### config.mk
export PLATFORM = sky130hd
export DESIGN_NAME = midi_message_decoder
export DESIGN_NICKNAME = d
export VERILOG_FILES = /design/src/rtl/mdec_pkg.sv /design/src/rtl/mdec_param_map.sv /design/src/rtl/midi_message_decoder.sv
export SDC_FILE = /design/constraint.sdc
export NUM_CORES = 1
export LEC_CHECK = 0
export BUFFER_PORTS_ARGS = -buffer_cell sky130_fd_sc_hd__buf_2
export CAP_MARGIN = 0
export CORE_MARGIN = 1
export CORE_UTILIZATION = 43
export CTS_CLUSTER_SIZE = 14
export DETAILED_ROUTE_END_ITERATION = 8
export GPL_ROUTABILITY_DRIVEN = 0
export PLACE_DENSITY = 0.68
export SLEW_MARGIN = 20
export SYNTH_ARGS = -nofsm -noshare
export SYNTH_HDL_FRONTEND = slang
export SYNTH_HIERARCHICAL = 1
export SYNTH_SLANG_ARGS = --single-unit
### constraint.sdc
create_clock -name clock -period 3.5 [get_ports clock]
set_clock_uncertainty 0.15 [all_clocks]
set_input_delay 0.35 -clock clock [delete_from_list [all_inputs] [get_ports clock]]
set_output_delay 0.35 -clock clock [all_outputs]
set_load 0.1 [all_outputs]
### src/rtl/mdec_pkg.sv
// Shared types and codes for the MIDI message decoder.
// Used by mdec_param_map and midi_message_decoder; no dependencies.
`timescale 1ns / 1ps

package mdec_pkg;

   // Event codes on the result channel.
   localparam logic [2:0] EV_NONE     = 3'd0;
   localparam logic [2:0] EV_NOTE_ON  = 3'd1;
   localparam logic [2:0] EV_NOTE_OFF = 3'd2;
   localparam logic [2:0] EV_PROG     = 3'd3;
   localparam logic [2:0] EV_SUS_ON   = 3'd4;
   localparam logic [2:0] EV_SUS_OFF  = 3'd5;
   localparam logic [2:0] EV_PARAM    = 3'd6;

   // Highest parameter id the mapper produces.
   localparam logic [4:0] PARAM_ID_MAX = 5'd17;

   // Result of mapping one control change to a synth parameter.
   typedef struct packed {
      logic        hit;
      logic [4:0]  id;
      logic [12:0] value;
   } param_type;

endpackage

### src/rtl/mdec_param_map.sv
// Control-change to parameter mapping with value scaling.
// Depends on mdec_pkg for param_type.
`timescale 1ns / 1ps

module mdec_param_map (
   input  logic [7:0]         ctrl_num,
   input  logic [7:0]         ctrl_val,
   output mdec_pkg::param_type param
);
   import mdec_pkg::*;

   // Control numbers handled by the mapper.
   localparam logic [7:0] CC_DUTY1   = 8'h4C;
   localparam logic [7:0] CC_DUTY2   = 8'h4D;
   localparam logic [7:0] CC_ATT1    = 8'h49;
   localparam logic [7:0] CC_ATT2    = 8'h50;
   localparam logic [7:0] CC_DEC1    = 8'h4B;
   localparam logic [7:0] CC_DEC2    = 8'h51;
   localparam logic [7:0] CC_SUS1    = 8'h4F;
   localparam logic [7:0] CC_SUS2    = 8'h52;
   localparam logic [7:0] CC_REL1    = 8'h48;
   localparam logic [7:0] CC_REL2    = 8'h53;
   localparam logic [7:0] CC_CUTOFF  = 8'h4A;
   localparam logic [7:0] CC_RESO    = 8'h47;
   localparam logic [7:0] CC_VOLUME  = 8'h55;
   localparam logic [7:0] CC_WAVE1   = 8'h5D;
   localparam logic [7:0] CC_WAVE2   = 8'h12;
   localparam logic [7:0] CC_FILTER  = 8'h13;
   localparam logic [7:0] CC_COARSE  = 8'h10;
   localparam logic [7:0] CC_FINE    = 8'h11;

   logic [12:0] val_shl5;
   logic [12:0] val_shl4;
   logic [12:0] val_shr3;
   logic [12:0] wave_idx;
   logic [12:0] filt_code;
   logic [12:0] coarse;

   // Scaled forms of the control value.
   assign val_shl5 = {ctrl_val, 5'd0};
   assign val_shl4 = {1'b0, ctrl_val, 4'd0};
   assign val_shr3 = {8'd0, ctrl_val[7:3]};
   assign coarse   = 13'({7'd0, ctrl_val[7:2]} * 13'd100);

   // Wave index is v*5/127 clamped to 4; the quotient steps at fixed thresholds.
   always_comb begin
      if (ctrl_val >= 8'd102) begin
         wave_idx = 13'd4;
      end else if (ctrl_val >= 8'd77) begin
         wave_idx = 13'd3;
      end else if (ctrl_val >= 8'd51) begin
         wave_idx = 13'd2;
      end else if (ctrl_val >= 8'd26) begin
         wave_idx = 13'd1;
      end else begin
         wave_idx = 13'd0;
      end
   end

   // Filter mode is v>>5 clamped to 3.
   assign filt_code = ctrl_val[7] ? 13'd3 : {11'd0, ctrl_val[6:5]};

   // Select id and value by control number.
   always_comb begin
      param.hit   = 1'b1;
      param.id    = 5'd0;
      param.value = 13'd0;
      case (ctrl_num)
         CC_DUTY1:  begin param.id = 5'd0;  param.value = val_shl5;  end
         CC_DUTY2:  begin param.id = 5'd1;  param.value = val_shl5;  end
         CC_ATT1:   begin param.id = 5'd2;  param.value = val_shr3;  end
         CC_ATT2:   begin param.id = 5'd3;  param.value = val_shr3;  end
         CC_DEC1:   begin param.id = 5'd4;  param.value = val_shr3;  end
         CC_DEC2:   begin param.id = 5'd5;  param.value = val_shr3;  end
         CC_SUS1:   begin param.id = 5'd6;  param.value = val_shr3;  end
         CC_SUS2:   begin param.id = 5'd7;  param.value = val_shr3;  end
         CC_REL1:   begin param.id = 5'd8;  param.value = val_shr3;  end
         CC_REL2:   begin param.id = 5'd9;  param.value = val_shr3;  end
         CC_CUTOFF: begin param.id = 5'd10; param.value = val_shl4;  end
         CC_RESO:   begin param.id = 5'd11; param.value = val_shr3;  end
         CC_VOLUME: begin param.id = 5'd12; param.value = val_shr3;  end
         CC_WAVE1:  begin param.id = 5'd13; param.value = wave_idx;  end
         CC_WAVE2:  begin param.id = 5'd14; param.value = wave_idx;  end
         CC_FILTER: begin param.id = 5'd15; param.value = filt_code; end
         CC_COARSE: begin param.id = 5'd16; param.value = coarse;    end
         CC_FINE:   begin param.id = PARAM_ID_MAX; param.value = {5'd0, ctrl_val}; end
         default: begin
            param.hit = 1'b0;
         end
      endcase
   end

endmodule

### src/rtl/midi_message_decoder.sv
// MIDI byte-stream decoder top level: input register, parser, result register.
// Depends on mdec_pkg and mdec_param_map.
//
//   Channel  Direction  Handshake            Payload
//   req      in         req_valid/req_ready  req_rx_byte
//   rsp      out        rsp_valid/rsp_ready  rsp_event_kind .. rsp_param_value
//
// One byte enters per cycle while req_ready is high; results leave the result register.
// The parser state is updated as a byte leaves the input register.
// A stalled result holds the result register; the input register still
// takes one byte, so req_ready drops only when both stages are full.
// Reset returns the parser to idle and clears the program number.
`timescale 1ns / 1ps

module midi_message_decoder (
   input  logic        clock,
   input  logic        reset,
   input  logic        req_valid,
   output logic        req_ready,
   input  logic [7:0]  req_rx_byte,
   output logic        rsp_valid,
   input  logic        rsp_ready,
   output logic [2:0]  rsp_event_kind,
   output logic [7:0]  rsp_note_key,
   output logic [7:0]  rsp_note_velocity,
   output logic [6:0]  rsp_program_now,
   output logic [4:0]  rsp_param_id,
   output logic [12:0] rsp_param_value
);
   import mdec_pkg::*;

   // Parser phases.
   localparam logic [2:0] PH_IDLE  = 3'd0;
   localparam logic [2:0] PH_ON_K  = 3'd1;
   localparam logic [2:0] PH_ON_V  = 3'd2;
   localparam logic [2:0] PH_OFF_K = 3'd3;
   localparam logic [2:0] PH_OFF_V = 3'd4;
   localparam logic [2:0] PH_CC_C  = 3'd5;
   localparam logic [2:0] PH_CC_V  = 3'd6;
   localparam logic [2:0] PH_PROG  = 3'd7;

   // Status nibbles and special controls.
   localparam logic [3:0] ST_NOTE_ON  = 4'h9;
   localparam logic [3:0] ST_NOTE_OFF = 4'h8;
   localparam logic [3:0] ST_CTRL     = 4'hB;
   localparam logic [3:0] ST_PROG     = 4'hC;
   localparam logic [7:0] CC_SUSTAIN  = 8'd64;
   localparam logic [7:0] CC_WHEEL    = 8'h72;
   localparam logic [7:0] WHEEL_UP    = 8'h41;
   localparam logic [7:0] WHEEL_DOWN  = 8'h3F;
   localparam logic [6:0] PROG_MAX    = 7'd127;

   logic        in_valid_ff, in_valid_in;
   logic [7:0]  in_byte_ff;
   logic [2:0]  phase_ff, phase_in;
   logic [7:0]  first_ff, first_in;
   logic [6:0]  program_ff, program_in;
   logic        out_valid_ff, out_valid_in;
   logic [2:0]  kind_ff, kind_in;
   logic [7:0]  key_ff, key_in;
   logic [7:0]  vel_ff, vel_in;
   logic [4:0]  pid_ff, pid_in;
   logic [12:0] pval_ff, pval_in;
   logic        out_free;
   logic        step;
   param_type   param;

   // Handshake: the result register frees when empty or taken.
   assign out_free  = !out_valid_ff || rsp_ready;
   assign step      = in_valid_ff && out_free;
   assign req_ready = !in_valid_ff || out_free;

   // Input register.
   assign in_valid_in = (req_valid && req_ready) || (in_valid_ff && !out_free);

   always_ff @(posedge clock) begin
      if (reset) begin
         in_valid_ff <= 1'b0;
      end else begin
         in_valid_ff <= in_valid_in;
      end
      if (req_valid && req_ready) begin
         in_byte_ff <= req_rx_byte;
      end
   end

   mdec_param_map u_param_map (
      .ctrl_num (first_ff),
      .ctrl_val (in_byte_ff),
      .param    (param)
   );

   // Parser: next state and result for the byte in the input register.
   always_comb begin
      phase_in   = phase_ff;
      first_in   = first_ff;
      program_in = program_ff;
      kind_in    = EV_NONE;
      key_in     = 8'd0;
      vel_in     = 8'd0;
      pid_in     = 5'd0;
      pval_in    = 13'd0;
      case (phase_ff)
         PH_IDLE: begin
            case (in_byte_ff[7:4])
               ST_NOTE_ON:  phase_in = PH_ON_K;
               ST_NOTE_OFF: phase_in = PH_OFF_K;
               ST_CTRL:     phase_in = PH_CC_C;
               ST_PROG:     phase_in = PH_PROG;
               default:     phase_in = PH_IDLE;
            endcase
         end
         PH_PROG: begin
            program_in = in_byte_ff[7] ? PROG_MAX : in_byte_ff[6:0];
            kind_in    = EV_PROG;
            phase_in   = PH_IDLE;
         end
         PH_ON_K, PH_OFF_K, PH_CC_C: begin
            first_in = in_byte_ff;
            phase_in = phase_ff + 3'd1;
         end
         PH_ON_V, PH_OFF_V: begin
            kind_in  = (phase_ff == PH_ON_V) ? EV_NOTE_ON : EV_NOTE_OFF;
            key_in   = first_ff;
            vel_in   = in_byte_ff;
            phase_in = PH_IDLE;
         end
         PH_CC_V: begin
            phase_in = PH_IDLE;
            if (first_ff == CC_SUSTAIN) begin
               kind_in = (in_byte_ff > 8'd63) ? EV_SUS_ON : EV_SUS_OFF;
            end else if (first_ff == CC_WHEEL) begin
               if (in_byte_ff == WHEEL_UP) begin
                  if (program_ff != PROG_MAX) begin
                     program_in = program_ff + 7'd1;
                  end
                  kind_in = EV_PROG;
               end else if (in_byte_ff == WHEEL_DOWN) begin
                  if (program_ff != 7'd0) begin
                     program_in = program_ff - 7'd1;
                  end
                  kind_in = EV_PROG;
               end
            end else if (param.hit) begin
               kind_in = EV_PARAM;
               pid_in  = param.id;
               pval_in = param.value;
            end
         end
         default: begin
            phase_in = PH_IDLE;
         end
      endcase
   end

   // Parser state advances once per byte leaving the input register.
   always_ff @(posedge clock) begin
      if (reset) begin
         phase_ff   <= PH_IDLE;
         first_ff   <= 8'd0;
         program_ff <= 7'd0;
      end else if (step) begin
         phase_ff   <= phase_in;
         first_ff   <= first_in;
         program_ff <= program_in;
      end
   end

   // Result register.
   assign out_valid_in = step || (out_valid_ff && !rsp_ready);

   always_ff @(posedge clock) begin
      if (reset) begin
         out_valid_ff <= 1'b0;
      end else begin
         out_valid_ff <= out_valid_in;
      end
      if (step) begin
         kind_ff <= kind_in;
         key_ff  <= key_in;
         vel_ff  <= vel_in;
         pid_ff  <= pid_in;
         pval_ff <= pval_in;
      end
   end

   assign rsp_valid         = out_valid_ff;
   assign rsp_event_kind    = kind_ff;
   assign rsp_note_key      = key_ff;
   assign rsp_note_velocity = vel_ff;
   assign rsp_param_id      = pid_ff;
   assign rsp_param_value   = pval_ff;

   // Program number travels with the result it belongs to.
   logic [6:0] prog_out_ff;
   always_ff @(posedge clock) begin
      if (step) begin
         prog_out_ff <= program_in;
      end
   end
   assign rsp_program_now = prog_out_ff;

`ifndef SYNTHESIS
   // A note-on key byte is always followed by its velocity phase.
   a_on_key_next: assert property (@(posedge clock) disable iff (reset)
      (step && phase_ff == PH_ON_K) |=> phase_ff == PH_ON_V)
      else $error("note-on key not followed by velocity phase");

   // Key and velocity are zero outside note events.
   a_note_fields: assert property (@(posedge clock) disable iff (reset)
      (out_valid_ff && kind_ff != EV_NOTE_ON && kind_ff != EV_NOTE_OFF)
         |-> (key_ff == 8'd0 && vel_ff == 8'd0))
      else $error("note fields set on a non-note event");

   // The program register moves only when a byte is parsed.
   a_prog_stable: assert property (@(posedge clock) disable iff (reset)
      !step |=> $stable(program_ff))
      else $error("program changed without a parsed byte");

   // Parameter ids stay in the defined range.
   a_pid_range: assert property (@(posedge clock) disable iff (reset)
      out_valid_ff |-> pid_ff <= PARAM_ID_MAX)
      else $error("parameter id out of range");

   // A stalled input byte leaves the parser state alone.
   a_stall_hold: assert property (@(posedge clock) disable iff (reset)
      (in_valid_ff && !out_free) |=> $stable(phase_ff))
      else $error("parser phase moved while stalled");
`endif

endmodule

==> run metrics, run 1 <==
run status=completed; GR Util met2=35.1%; Area Overhead vs Synth=12.8%; post-synthesis sequential area ratio=40.7%; H-tree Lvls=3; DRT antenna net count=0; Setup Fix Bufs, Post-CTS=0; hold depth=1; worst path required time=3.45 ns; hold_sp=req_rx_byte[1]; final wirelength=11.7 mm; setup_tns=0 ns; simple-gate share of the synthesized area=21.2%; critical path arrival=3.34 ns; CP startpoint kind=flip-flop; post-route cell area=5440 um^2; R2R Path Start=in_byte_ff[4]$_DFFE_PP_; min-delay worst type=in -> reg; Main synth FF type=edfxtp_1; Num CTS Buffers=9; CTS tree=done; CP Max Fanout=11; DRT iter0 DRCs=293; dpl hpwl=8.20 mm; Fin. Hold Viols=0; worst reg2reg path depth=11; wire per inst=between 15 and 20 um; 1st-pass router iterations=6; Hold Buf Count CTS=0; PortBufs=57; via-per-instance ratio=between 5 and 6; clock latency at the later pin of the worst-skew pair=0.36 ns; clk root buf=clkbuf_8; area occupied by multi-input gates=2660 um^2; Fill cells=1018; pwr/cell area=380 nW/um^2; Warnings, synthesis=6; fin crit share=around 97%; Placement Cell Area=5250 um^2; Starting Density=between 40% and 50%; die area=roughly 12000 um^2; crit path kind=reg -> reg; Peak Freq=~290 MHz; Die Span Y=108 um; Synth Area in Compound Gates=18.6%; die width=between 100 and 150 um; Mapped Cells=499; Sequential Area=1960 um^2; worst setup path startpoint=in_byte_ff[4]$_DFFE_PP_; gr usage total=21.4%; minimum clock period=3.39 ns; Clk pin slew, worst setup/hold paths=around 0.08 ns; GRT busiest layer=met2; standard-cell rows=38; worst hold slack=0.0312 ns; Seq cells post-synth=72; slew margin rel.=43.8%; clk buf depth=2; Core Util, Final=between 40% and 50%; met1 Usage GRT=27.2%; Max Cap Violations=0; total gr overflow=0; total number of vias=4081; RSZ-0062 raised after global routing=false; Setup crit end kind=flip-flop; # setup viols final=0; largest family of logic cells by synthesized area=simple AND/OR/NAND/NOR gates; Core Area=10900 um^2; I/O pins=58; syn nets=553; fin nets=605; first-pass GRT wire length=19.3 mm; syn avg cell area=9.67 um^2; share of layout cells above drive strength 1=18.3%; CTS sink count=72; Async SR Flop Fraction=0%; initial antenna violation count=0; number of inserted diodes=0; Syn Std Cell Area=4830 um^2; Netlist cell types=between 60 and 70; maximum vdd drop=0.000192 V; number of flops mapped to enable cells by yosys=52; area share of fa/ha/maj cells after synthesis=11.0%; vias in the first global route=3920; largest net degree at the start of global routing=55; mux contribution to synthesized area=2.72%; Max Transition Viols Final=0; Gates resized, CTS repair=0; # DRC=0; post-synthesis xor/xnor area fraction=1.63%; worst slew pin tran=0.836 ns; met3 Track Usage GR=3.92%; leak pwr=2.20 nW
==> metrics by stage <==
| step | setup WS, ns | instances | power [mW] |
|---|---|---|---|
| floorplan | 0.318 | 499 | 1.33 |
| global placement | 0.251 | 680 | 1.41 |
| detailed placement | 0.139 | 680 | 1.42 |
| CTS | 0.122 | 696 | 2.08 |
| global route | 0.00358 | 696 | 2.16 |
| finish | 0.108 | 696 | 2.07 |
==> flip-flops by register name, indices dropped and copies added (netlist names) <==
name	count
program_ff	7
in_valid_ff	1
rsp_program_now	7
rsp_valid	1
rsp_event_kind	3
rsp_note_velocity	8
phase_ff	3
rsp_param_id	5
in_byte_ff	8
first_ff	8
rsp_note_key	8
rsp_param_value	13
==> metal layers <==
layer	wire length (um)	vias to the layer above
li1	-	1965
met1	5070	1908
met2	5550	180
met3	809	28
met4	311	0
met5	0	-
==> report_power, final <==
group	internal [mW]	switching (mW)	total, mW	leakage, nW
logic	0.120	0.307	0.427	1.43
clock network	0.329	0.328	0.657	0.0968
registers	0.946	0.0353	0.982	0.670
==> final timing paths <==
check | slack [ns] | endpoint
max | 0.11 | rsp_param_value[11]$_SDFFCE_PP0P_
min | 0.03 | in_byte_ff[1]$_DFFE_PP_
max reg2reg | 0.11 | rsp_param_value[11]$_SDFFCE_PP0P_
min reg2reg | 0.39 | rsp_valid$_SDFF_PP0_
==> cells in the mapped netlist (3+ instances only) <==
cell | instances | area (um^2)
ha_1 | 41 | 513
clkbuf_1 | 17 | 63.8
or3_1 | 3 | 18.8
nor2_1 | 40 | 150
o21a_1 | 3 | 22.5
nor2b_1 | 19 | 119
o21ai_0 | 16 | 80.1
a311oi_1 | 3 | 26.3
nor4bb_1 | 3 | 30.0
inv_1 | 18 | 67.6
a222oi_1 | 3 | 30.0
o21ai_1 | 7 | 35.0
nand2_1 | 32 | 120
and2_1 | 23 | 144
o211ai_1 | 6 | 45.0
a211oi_1 | 4 | 30.0
mux2i_1 | 12 | 120
a221o_1 | 4 | 40.0
buf_2 | 9 | 45.0
a21oi_1 | 29 | 145
a21o_1 | 11 | 82.6
o221ai_1 | 4 | 35.0
a211o_1 | 3 | 26.3
xnor2_1 | 6 | 52.6
dfxtp_1 | 20 | 400
and3_1 | 7 | 43.8
nor3_1 | 11 | 55.1
o22ai_1 | 3 | 18.8
a22oi_1 | 6 | 45.0
nand4_1 | 3 | 18.8
nor4_1 | 5 | 31.3
a31oi_1 | 5 | 31.3
xor2_1 | 3 | 26.3
o31ai_1 | 3 | 22.5
a31o_2 | 3 | 26.3
edfxtp_1 | 52 | 1560
nand2b_1 | 3 | 18.8
nand3_1 | 17 | 85.1
==> cell type report <==
type,count,share of cell area (%)
Timing Repair Buffer,69,6.90
Tap cell,140,3.22
Clock buffer,9,2.28
Multi-Input combinational cell,380,48.9
Clock inverter,7,1.33
Sequential cell,72,36.1
Inverter,19,1.31
==> logic make-up after synthesis <==
family / Yosys count
and+or+nand+nor: 186
adders and majority gates: 42
AOI/OAI and AO/OA: 130
DFF: 72
buffers and inverters: 47
xor gates and xnor gates: 9
muxes: 13
==> cells in the final DEF, fill, tap and decap left out, drive strengths merged, types with 20 or more instances in the layout <==
master and count:
o21ai 23, a21oi 31, dfxtp 20, edfxtp 52
nor2 42, nand2 32, ha 41, and2 24
buf 69
==> worst max-delay path: stages, from the launching register on <==
cell and delay, ns:
edfxtp_1 0.53, buf_4 0.23, ha_1 0.23, ha_1 0.29, ha_1 0.30, ha_1 0.37, a21o_1 0.21, a31o_2 0.22
a21oi_1 0.19, xor2_1 0.17, o22ai_1 0.09, and2_1 0.15
Note: power is estimated with default switching activity, not from simulation.
==> run 2: changes to the inputs <==
--- a/config.mk
+++ b/config.mk
@@ -8,11 +8,11 @@
 export BUFFER_PORTS_ARGS = -buffer_cell sky130_fd_sc_hd__buf_2
 export CAP_MARGIN = 0
 export CORE_MARGIN = 1
-export CORE_UTILIZATION = 43
+export CORE_UTILIZATION = 45
 export CTS_CLUSTER_SIZE = 14
 export DETAILED_ROUTE_END_ITERATION = 8
 export GPL_ROUTABILITY_DRIVEN = 0
-export PLACE_DENSITY = 0.68
+export PLACE_DENSITY = 0.7
 export SLEW_MARGIN = 20
 export SYNTH_ARGS = -nofsm -noshare
 export SYNTH_HDL_FRONTEND = slang
==> run metrics, run 2 (same netlist as run 1, synthesis figures left out) <==
fin crit share=95.6%; clk buf depth=2; Area Overhead vs Synth=12.7%; DRT antenna net count=0; R2R Setup Slk=0.15 ns; cell-internal power=1.39 mW; crit path kind=reg -> reg; Starting Density=a little under half; Largest register FFs=13; CP Max Fanout=10; Num CTS Buffers=9; die area=11100 um^2; run status=completed; CTS sink count=72; hold depth=1; total gr overflow=0; Fin. Hold Viols=0; # setup viols final=0; NetSw=0.665 mW; number of inserted diodes=0; min-delay worst type=in -> reg; clk root buf=clkbuf_8; Core Area=10400 um^2; pwr/cell area=379 nW/um^2; Setup Fix Bufs, Post-CTS=0; # DRC=0; initial antenna violation count=0; Clk pin slew, worst setup/hold paths=approximately 0.070 ns; hold_sp=req_rx_byte[7]; clock share of power=between 30% and 40%; commonest non-fill, non-tap cells in the layout=57 x buf_2, 52 x edfxtp_1, 41 x ha_1; Max Cap Violations=0; Placement Cell Area=5240 um^2; wire per inst=16.4 um; setup_tns=0 ns; sequential fraction of design power=47.7%; I/O pins=58; CP startpoint kind=flip-flop; Peak Freq=299 MHz; leak pwr=2.19 nW; die width=between 100 and 150 um; Gates resized, CTS repair=0; dpl cells=676; fin nets=605; Max Transition Viols Final=0; Setup crit end kind=flip-flop; Finished Layout Cells=692; Sw Ratio=32.3%; Core Util, Final=52.4%; Hold Buf Count CTS=0; Sequential Area=1960 um^2; first-pass GRT wire length=about 18 mm; H-tree Lvls=3; PortBufs=57; Die Span Y=106 um; share of layout cells above drive strength 1=between 10% and 20%; Fill cells=941; maximum vdd drop=0.000156 V; DRT iter0 DRCs=242; power share of the combinational group=between 20 and 25%; gr usage total=a little over a fifth; largest net degree at the start of global routing=31; most common cell after layout, fill and taps aside=buf_2; total number of vias=4061; clock latency at the later pin of the worst-skew pair=roughly 0.37 ns; worst slew pin tran=0.840 ns; CTS tree=done; area occupied by multi-input gates=2660 um^2; standard-cell rows=37; worst setup path startpoint=in_byte_ff[3]$_DFFE_PP_; minimum clock period=between 3 and 4 ns; dpl hpwl=7.85 mm; vias in the first global route=3738; via-per-instance ratio=5.87; post-route cell area=5440 um^2; worst reg2reg path depth=10; R2R Path Start=in_byte_ff[3]$_DFFE_PP_; critical path arrival=3.31 ns; reg-to-reg endpoint=rsp_param_value[12]$_SDFFCE_PP0P_; hold-critical path endpoint=in_byte_ff[7]$_DFFE_PP_; final wirelength=11.3 mm; slew margin rel.=43.5%; 1st-pass router iterations=5; RSZ-0062 raised after global routing=false; worst path required time=roughly 3.5 ns
-- run 2: cell count changes in the layout (fill, tap and decap cells not counted), sizes merged --
cell | previous run | this run
clkinvlp | 1 | 5
clkinv | 5 | 1
-- run 2: per-layer routing --
layer  global-route usage [%]  wire (um)  up-vias
li1                         -          -     1967
met1                     27.6       4960     1923
met2                     34.9       5410      154
met3                     3.96        776       17
met4                     8.53        180        0
met5                        0          0        -
-- run 2: worst max-delay path by stage --
stage,to,cells after the start
5_1_grt,rsp_param_value[12]$_SDFFCE_PP0P_,10
4_1_cts,rsp_param_value[12]$_SDFFCE_PP0P_,10
3_5_place_dp,rsp_param_value[12]$_SDFFCE_PP0P_,10
2_1_floorplan,rsp_param_value[11]$_SDFFCE_PP0P_,11
3_3_place_gp,rsp_param_value[12]$_SDFFCE_PP0P_,10
6_report,rsp_param_value[12]$_SDFFCE_PP0P_,10
-- run 2: cell type report --
class / instances / area share (%)
Inverter: 19 / 1.31
Sequential cell: 72 / 36.1
Timing Repair Buffer: 69 / 6.90
Clock inverter: 7 / 1.33
Clock buffer: 9 / 2.28
Tap cell: 136 / 3.13
Multi-Input combinational cell: 380 / 49.0
-- run 2: critical path, cell delays in order (launching register included) --
cell      delay [ns]
edfxtp_1        0.58
ha_1            0.38
ha_1            0.31
ha_1            0.34
fa_1            0.49
a211oi_1        0.25
o21bai_1        0.10
a21oi_1         0.17
xnor2_1         0.13
o21ai_1         0.06
and2_1          0.13
-- run 2: per-stage QoR --
step | worst slack (ns) | power (mW) | hold WS (ns)
floorplan | 0.318 | 1.33 | 0.299
detailed placement | 0.173 | 1.42 | 0.374
CTS | 0.154 | 2.07 | 0.00216
global route | 0.0391 | 2.14 | 0.00414
finish | 0.153 | 2.06 | 0.0159
global placement | 0.249 | 1.41 | 0.351
-- run 2: power by group through the flow --
stage	sequential [mW]	clock, mW	combinational (mW)
after global routing	0.986	0.698	0.457
after detailed placement	1.00	0	0.419
after floorplan	1.13	0	0.199
after CTS	0.981	0.669	0.422
final	0.982	0.652	0.424
after global placement	0.999	0	0.412
